==> src/hw/rtl/rsa_pkg.sv <==
`timescale 1ns / 1ps
// ----------------------------------------------------------------------------
// rsa_pkg: shared constants for the ReLU / softmax activation unit
// Holds vector length limits, field widths and the exp factor table.
// ----------------------------------------------------------------------------
package rsa_pkg;

  localparam int MAX_LEN = 64;
  localparam int ADDR_W  = $clog2(MAX_LEN);
  localparam int CNT_W   = $clog2(MAX_LEN + 1);
  localparam int DATA_W  = 16;
  localparam int EXP_W   = 17;   // exp value in Q0.16, 0..65536
  localparam int SUM_W   = EXP_W + CNT_W - 1;
  localparam int NUM_W   = EXP_W + 17;
  localparam int EXP_STEPS = 16;

  typedef logic [31:0] factor_tbl_t [EXP_STEPS];

  // Q0.32 factors exp(-2^(b-10)); each one is the rounded square of the last.
  function automatic factor_tbl_t exp_factors();
    factor_tbl_t tbl;
    logic [63:0] f;
    f = 64'd4290775039;
    for (int b = 0; b < EXP_STEPS; b++) begin
      tbl[b] = f[31:0];
      f = (f * f + 64'h8000_0000) >> 32;
    end
    return tbl;
  endfunction

  localparam factor_tbl_t EXP_FACTOR = exp_factors();

endpackage

==> src/hw/rtl/relu_softmax_activation.sv <==
`timescale 1ns / 1ps
// ----------------------------------------------------------------------------
// relu_softmax_activation: vector ReLU / softmax activation unit
// Element stream in, activation stream out, with a mode register.
// ----------------------------------------------------------------------------
// Usage:
//   Elements (signed Q5.10) arrive on the s_ stream, tlast marking the last
//   element of a vector. Results leave on the m_ stream: tdata is the value,
//   tlast marks the final result of a vector and tuser flags a truncated one.
//   The cfg channel writes the mode bit (0 ReLU, 1 softmax); it is accepted
//   only while the block is idle and discards any partly received vector.
//   While a cfg write is offered, the s_ stream is held off.
//   In ReLU mode each transfer yields one result in the next cycle, one element
//   per cycle while the receiver keeps up.
//   In softmax mode elements are stored in a 64-entry RAM at one per cycle.
//   After the last element an exp pass (16-step iterative multiplier) runs over
//   every stored element, then a division pass (34-step restoring divider)
//   yields the results in order. Elements past 64 are dropped and set tuser.
//   Reset (synchronous, active high) selects ReLU mode and clears the vector
//   state; no RAM clearing pass is needed. When the receiver stalls, the output
//   register holds its result and in ReLU mode the input side stops accepting.
// ----------------------------------------------------------------------------
module relu_softmax_activation (
  input  logic        clk,
  input  logic        rst,
  input  logic        s_tvalid,
  output logic        s_tready,
  input  logic [15:0] s_tdata,   // [15:0] element
  input  logic        s_tlast,
  output logic        m_tvalid,
  input  logic        m_tready,
  output logic [15:0] m_tdata,   // [15:0] result
  output logic        m_tlast,
  output logic        m_tuser,   // [0] truncated
  input  logic        cfg_valid,
  output logic        cfg_ready,
  input  logic        cfg_data
);

  localparam int AW = rsa_pkg::ADDR_W;
  localparam int CW = rsa_pkg::CNT_W;

  typedef enum logic [3:0] {
    IDLE, SUM_RD, SUM_GO, SUM_WAIT, DIV_RD, DIV_GO, DIV_WAIT, PUSH
  } state_t;

  state_t                    state;
  logic                      mode;
  logic [CW-1:0]             count;
  logic signed [15:0]        run_max;
  logic                      ovf;
  logic [CW-1:0]             idx;
  logic [rsa_pkg::SUM_W-1:0] sum;

  logic                      in_xfer;
  logic                      out_free;
  logic                      out_load;
  logic                      el_wr;
  logic [15:0]               el_rd;
  logic                      exp_start;
  logic                      exp_done;
  logic [rsa_pkg::EXP_W-1:0] exp_e;
  logic [rsa_pkg::EXP_W-1:0] e_rd;
  logic                      div_start;
  logic                      div_done;
  logic [15:0]               div_p;
  logic                      last_idx;

  assign out_free  = !m_tvalid || m_tready;
  assign s_tready  = (state == IDLE) && !cfg_valid && (mode || out_free);
  assign cfg_ready = (state == IDLE);
  assign in_xfer   = s_tvalid && s_tready;
  assign el_wr     = in_xfer && mode && (count != CW'(rsa_pkg::MAX_LEN));
  assign exp_start = (state == SUM_GO);
  assign div_start = (state == DIV_GO);
  assign last_idx  = (idx + 1'b1) == count;
  // The output register takes a new result in this cycle.
  assign out_load  = ((state == IDLE) && in_xfer && !mode) ||
                     ((state == PUSH) && out_free);

  // Element store, written while loading, read during the exp pass.
  rsa_ram #(.DEPTH(rsa_pkg::MAX_LEN), .WIDTH(16)) u_el_ram (
    .clk     (clk),
    .wr_en   (el_wr),
    .wr_addr (count[AW-1:0]),
    .wr_data (s_tdata),
    .rd_en   (state == SUM_RD),
    .rd_addr (idx[AW-1:0]),
    .rd_data (el_rd)
  );

  // Exp store, written by the exp pass, read during the division pass.
  rsa_ram #(.DEPTH(rsa_pkg::MAX_LEN), .WIDTH(rsa_pkg::EXP_W)) u_exp_ram (
    .clk     (clk),
    .wr_en   ((state == SUM_WAIT) && exp_done),
    .wr_addr (idx[AW-1:0]),
    .wr_data (exp_e),
    .rd_en   (state == DIV_RD),
    .rd_addr (idx[AW-1:0]),
    .rd_data (e_rd)
  );

  rsa_exp u_exp (
    .clk   (clk),
    .rst   (rst),
    .start (exp_start),
    .t     (16'(run_max - $signed(el_rd))),
    .done  (exp_done),
    .e     (exp_e)
  );

  rsa_div u_div (
    .clk   (clk),
    .rst   (rst),
    .start (div_start),
    .e     (e_rd),
    .sum   (sum),
    .done  (div_done),
    .p     (div_p)
  );

  always_ff @(posedge clk) begin
    if (rst) begin
      state    <= IDLE;
      mode     <= 1'b0;
      count    <= '0;
      run_max  <= 16'sh8000;
      ovf      <= 1'b0;
      idx      <= '0;
      sum      <= '0;
      m_tvalid <= 1'b0;
    end else begin
      if (m_tvalid && m_tready && !out_load) begin
        m_tvalid <= 1'b0;
      end
      case (state)
        IDLE: begin
          if (cfg_valid && cfg_ready) begin
            mode    <= cfg_data;
            count   <= '0;
            run_max <= 16'sh8000;
            ovf     <= 1'b0;
          end else if (in_xfer) begin
            if (!mode) begin
              m_tvalid <= 1'b1;
              m_tdata  <= s_tdata[15] ? 16'h0 : s_tdata;
              m_tlast  <= s_tlast;
              m_tuser  <= 1'b0;
            end else begin
              if (el_wr) begin
                count <= count + 1'b1;
                if ($signed(s_tdata) > run_max) begin
                  run_max <= $signed(s_tdata);
                end
              end else begin
                ovf <= 1'b1;
              end
              if (s_tlast) begin
                idx   <= '0;
                sum   <= '0;
                state <= SUM_RD;
              end
            end
          end
        end
        SUM_RD:   state <= SUM_GO;
        SUM_GO:   state <= SUM_WAIT;
        SUM_WAIT: begin
          if (exp_done) begin
            sum <= sum + rsa_pkg::SUM_W'(exp_e);
            if (last_idx) begin
              idx   <= '0;
              state <= DIV_RD;
            end else begin
              idx   <= idx + 1'b1;
              state <= SUM_RD;
            end
          end
        end
        DIV_RD:   state <= DIV_GO;
        DIV_GO:   state <= DIV_WAIT;
        DIV_WAIT: begin
          if (div_done) begin
            state <= PUSH;
          end
        end
        PUSH: begin
          if (out_free) begin
            m_tvalid <= 1'b1;
            m_tdata  <= div_p;
            m_tlast  <= last_idx;
            m_tuser  <= ovf;
            idx      <= idx + 1'b1;
            if (last_idx) begin
              count   <= '0;
              run_max <= 16'sh8000;
              ovf     <= 1'b0;
              state   <= IDLE;
            end else begin
              state <= DIV_RD;
            end
          end
        end
        default: state <= IDLE;
      endcase
    end
  end

`ifndef SYNTH
  // The element count never exceeds the buffer depth.
  assert property (@(posedge clk) disable iff (rst)
    count <= CW'(rsa_pkg::MAX_LEN))
    else $error("element count exceeds buffer depth");

  // A softmax pass only starts with at least one stored element.
  assert property (@(posedge clk) disable iff (rst)
    (state != IDLE) |-> (count != '0) && (idx < count))
    else $error("softmax pass index out of range");

  // A pending result is never overwritten before it is taken.
  assert property (@(posedge clk) disable iff (rst)
    (m_tvalid && !m_tready) |=> m_tvalid && $stable(m_tdata) && $stable(m_tlast))
    else $error("output register overwritten while stalled");
`endif

endmodule

==> src/hw/rtl/rsa_ram.sv <==
`timescale 1ns / 1ps
// ----------------------------------------------------------------------------
// rsa_ram: simple dual-port synchronous RAM
// One write port and one read port with registered read data.
// ----------------------------------------------------------------------------
module rsa_ram #(
  parameter int DEPTH = 64,
  parameter int WIDTH = 16
) (
  input  logic                     clk,
  input  logic                     wr_en,
  input  logic [$clog2(DEPTH)-1:0] wr_addr,
  input  logic [WIDTH-1:0]         wr_data,
  input  logic                     rd_en,
  input  logic [$clog2(DEPTH)-1:0] rd_addr,
  output logic [WIDTH-1:0]         rd_data
);

  logic [WIDTH-1:0] mem [DEPTH];

  always_ff @(posedge clk) begin
    if (wr_en) begin
      mem[wr_addr] <= wr_data;
    end
    if (rd_en) begin
      rd_data <= mem[rd_addr];
    end
  end

endmodule

==> src/hw/rtl/rsa_exp.sv <==
`timescale 1ns / 1ps
// ----------------------------------------------------------------------------
// rsa_exp: iterative exp(-t) unit
// One bit of t per cycle, one 32x32 multiply per step, result in Q0.16.
// ----------------------------------------------------------------------------
module rsa_exp (
  input  logic                      clk,
  input  logic                      rst,
  input  logic                      start,
  input  logic [15:0]               t,
  output logic                      done,
  output logic [rsa_pkg::EXP_W-1:0] e
);

  logic [32:0] acc;
  logic [15:0] t_reg;
  logic [3:0]  step;
  logic        busy;
  logic [63:0] prod;
  logic [32:0] acc_next;
  logic [33:0] e_wide;

  always_comb begin
    prod = 64'(acc[31:0]) * 64'(rsa_pkg::EXP_FACTOR[step]);
    acc_next = acc;
    if (t_reg[step]) begin
      if (acc[32]) begin
        acc_next = {1'b0, rsa_pkg::EXP_FACTOR[step]};
      end else begin
        acc_next = 33'((prod + 64'h8000_0000) >> 32);
      end
    end
  end

  always_ff @(posedge clk) begin
    if (rst) begin
      busy <= 1'b0;
      done <= 1'b0;
      step <= '0;
    end else begin
      done <= 1'b0;
      if (start) begin
        busy  <= 1'b1;
        step  <= '0;
        acc   <= 33'h1_0000_0000;
        t_reg <= t;
      end else if (busy) begin
        acc  <= acc_next;
        step <= step + 4'd1;
        if (step == 4'(rsa_pkg::EXP_STEPS - 1)) begin
          busy <= 1'b0;
          done <= 1'b1;
        end
      end
    end
  end

  assign e_wide = {1'b0, acc} + 34'h8000;
  assign e      = e_wide[16 +: rsa_pkg::EXP_W];

endmodule

==> src/hw/rtl/rsa_div.sv <==
`timescale 1ns / 1ps
// ----------------------------------------------------------------------------
// rsa_div: restoring divider for the softmax normalization
// Rounds e/sum into Q0.16 one quotient bit per cycle, saturated at 65535.
// ----------------------------------------------------------------------------
module rsa_div (
  input  logic                      clk,
  input  logic                      rst,
  input  logic                      start,
  input  logic [rsa_pkg::EXP_W-1:0] e,
  input  logic [rsa_pkg::SUM_W-1:0] sum,
  output logic                      done,
  output logic [15:0]               p
);

  localparam int NW = rsa_pkg::NUM_W;
  localparam int SW = rsa_pkg::SUM_W;

  logic [NW-1:0]       num;
  logic [NW-1:0]       quo;
  logic [SW-1:0]       rem;
  logic [SW-1:0]       den;
  logic [$clog2(NW):0] cnt;
  logic                busy;
  logic [SW:0]         rem_s;
  logic                fits;

  assign rem_s = {rem, num[NW-1]};
  assign fits  = rem_s >= {1'b0, den};

  always_ff @(posedge clk) begin
    if (rst) begin
      busy <= 1'b0;
      done <= 1'b0;
      cnt  <= '0;
    end else begin
      done <= 1'b0;
      if (start) begin
        busy <= 1'b1;
        cnt  <= '0;
        den  <= sum;
        rem  <= '0;
        quo  <= '0;
        num  <= NW'({e, 16'b0}) + NW'(sum >> 1);
      end else if (busy) begin
        num <= {num[NW-2:0], 1'b0};
        quo <= {quo[NW-2:0], fits};
        rem <= fits ? SW'(rem_s - {1'b0, den}) : rem_s[SW-1:0];
        cnt <= cnt + 1'b1;
        if (cnt == ($clog2(NW)+1)'(NW - 1)) begin
          busy <= 1'b0;
          done <= 1'b1;
        end
      end
    end
  end

  assign p = (|quo[NW-1:16]) ? 16'hFFFF : quo[15:0];

endmodule

==> config.mk <==
export PLATFORM = sky130hd
export DESIGN_NAME = relu_softmax_activation
export DESIGN_NICKNAME = d
export VERILOG_FILES = /design/src/hw/rtl/rsa_pkg.sv /design/src/hw/rtl/relu_softmax_activation.sv /design/src/hw/rtl/rsa_ram.sv /design/src/hw/rtl/rsa_exp.sv /design/src/hw/rtl/rsa_div.sv
export SDC_FILE = /design/constraint.sdc
export NUM_CORES = 2
export LEC_CHECK = 0
export BUFFER_PORTS_ARGS = -buffer_cell sky130_fd_sc_hd__buf_2
export CAP_MARGIN = 20
export CORE_MARGIN = 8
export CORE_UTILIZATION = 50
export CTS_BUF_LIST = sky130_fd_sc_hd__clkbuf_16
export DETAILED_ROUTE_END_ITERATION = 8
export PLACE_DENSITY = 0.68
export SETUP_SLACK_MARGIN = 0.05
export SLEW_MARGIN = 10
export SYNTH_ARGS = -nofsm -noshare
export SYNTH_HDL_FRONTEND = slang
export SYNTH_HIERARCHICAL = 1
export SYNTH_SLANG_ARGS = --single-unit
==> constraint.sdc <==
create_clock -name clk -period 11 [get_ports clk]
set_input_delay 1.1 -clock clk [delete_from_list [all_inputs] [get_ports clk]]
set_output_delay 1.1 -clock clk [all_outputs]
set_load 0.02 [all_outputs]
==> results.toml <==
[placement]
numPortBuffers = 43
place_area_mm2 = 0.1365
dp.final_hpwl_um = 224000
gp_congestion = 0.9277
placedCellCount = 12416

[clock_tree]
clock-sinks = 2400
cts_tree = "built"
clockRootBuffer = "clkbuf_16"
cts-resized-gates = 0
post_cts_buffers = 0
cts_buffer_depth = 3
path_clk_slew_ns = 0.07
clk_latency_ns = 0.89
htree_levels = 4
hold_buffers = 0
cts_buffers = 233

[timing]
whs_ns = 0.4650
tightestPinTransition_ns = 1.245
maxSlewViolCount = 0
layout_min_cycle_time_ns = 9.947
maxClockFrequency_mhz = 100.5
max_slew_margin_pct = 16.84
fin_tns_setup_ns = 0
timing.final.crit_share_pct = 90.42
hold_violations = 0
setup_violations = 0
skew_ns = 0.1379
rsz0062_at_grt = "false"

[final_layout]
area_growth_pct = 9.651
largest-register = "u_exp_ram/mem"
largest_reg_flops = 1088
layout-drive-gt1-share_pct = 14.13
reg.largest.list = "u_exp_ram/mem: 1088 flops, u_el_ram/mem: 1024 flops"
nets = 10445
post-route-cell-area_mm2 = 0.1442
fin_cells = 12870

[critical_path]
crit_arrival_ns = 10.48
r2r-end = "u_exp/acc[25]"
cp.required_ns = 11.54
crit_slowest_cell = "dfxtp_1"
startpoint_type = "register"
critPathMaxFanout = 33
endpoint = "u_exp/acc[25]"
slowest_delay_ns = 0.92
path_class = "register to register"
r2r_start = "u_exp/step[3]"
cp-end-kind = "register"
cpMostUsedCell = "fa_1"
r2r_cells = 28
worstSetupStartpoint = "u_exp/step[3]"
r2r_setup_slack_ns = 1.05

[die]
dieArea_mm2 = 0.2796
num_rows = 188
dieHeight_um = 528.8
io_pins = 44
die_w_um = 528.8
core_area_mm2 = 0.2620
start_util_pct = 50.18

[status]
status = "finished, final reports clean"

[route]
wl_per_cell_um = 26.44
first_pass_iters = 6
antenna_left = 0
totalWireLength_um = 340300
drcViolationCount = 0
via_count = 76813
drt_iter0_drc = 8209
viasPerCell = 5.968

[synthesis]
yosys_warnings = 6
synth_cell_types = 109
synth_largest_area_cell = "edfxtp_1"
synth_area_leaders = "edfxtp_1, fa_1, mux4_2, ha_1, inv_1"
synth_seq_cells = 2400
synthCells = 9055
synth_ff_type = "edfxtp_1"
seq_area_frac_synth_pct = 54.25
synth_common_cells = "edfxtp_1, inv_1, fa_1"
netlist_area_mm2 = 0.1315
yosysMostFrequentCell = "edfxtp_1"
synth.avg_cell_area_um2 = 14.52
synth_edf_count = 2326
ys_async_sr_fraction_pct = 0
syn-num-nets = 10360
yosys.area.top_type_share_pct = 53.12

[worst_hold_path]
hold_path_class = "register to register"
hold_depth = 0

[global_routing]
antenna_found_initial = 16
gr-total-overflow = 0
grt_pass1_vias = 79687
grt_pass1_wl_um = 509500
grt_use_total_pct = 24.12
grt_max_degree = 144

[run]
maxCapViolCount = 0
-- cell families after synthesis --
logic type	share of synthesized area, %
multiplexers	9.940
flip-flops	54.25
AND/OR/NAND/NOR	8.385
XOR/XNOR	0.7775
buffers and inverters	4.750
AO/OA/AOI/OAI	4.560
adder cells (fa/ha/maj)	17.34
-- area by class of cell --
cell class | count | area [um^2]
fill | 20800 | 117900
sequential | 2400 | 71350
multi-input combinational | 5160 | 54310
clock buffer | 234 | 5856
tap | 3515 | 4398
inverter | 987 | 3705
timing repair buffer | 358 | 2785
clock inverter | 205 | 1747
antenna | 11 | 27.53
-- critical path, delay by kind of cell, from the launching register on --
kind | cells | cell delay, ns
fa+ha+maj | 9 | 4.37
compound gates | 7 | 1.91
simple gates | 6 | 1.49
buf+inv | 6 | 1.00
flops | 1 | 0.92
-- per-stage QoR --
step                worst slack (ns)  utilization, %
global route                  0.6046           55.01
detailed placement             1.116           52.08
CTS                            1.143           54.98
global placement               1.210           52.03
floorplan                      2.384               -
finish                         1.053           55.02
-- worst min path at each step --
stage,startpoint,endpoint,slack (ns)
CTS,cfg_data,mode,0.46
floorplan,sum[0],u_div/den[0],0.44
global placement,sum[0],u_div/den[0],0.45
finish,sum[5],u_div/den[5],0.46
global route,sum[5],u_div/den[5],0.46
detailed placement,sum[0],u_div/den[0],0.47
-- routing by layer --
| metal | GRT usage (%) | vias to the layer above | wire, um |
|---|---|---|---|
| li1 | - | 32515 | - |
| met1 | 33.75 | 40149 | 137500 |
| met2 | 38.61 | 3542 | 160400 |
| met3 | 4.439 | 597 | 30550 |
| met4 | 7.799 | 10 | 11760 |
| met5 | 0 | - | 63 |
-- layout by cell type, fill, tap and decap left out, drive strengths merged, types with 108 or more instances in the layout --
| cell type | instances |
|---|---|
| and2 | 550 |
| nor2b | 108 |
| a22oi | 133 |
| buf | 357 |
| ha | 382 |
| clkinv | 117 |
| mux4 | 444 |
| clkbuf | 235 |
| inv | 1045 |
| fa | 900 |
| nand2 | 750 |
| nor2 | 339 |
| edfxtp | 2326 |
| mux2i | 253 |
| a21oi | 187 |
Power is left out: the tool's default activity adds up to more than one toggle a clock period on the data nets, which glitch-free logic cannot reach.
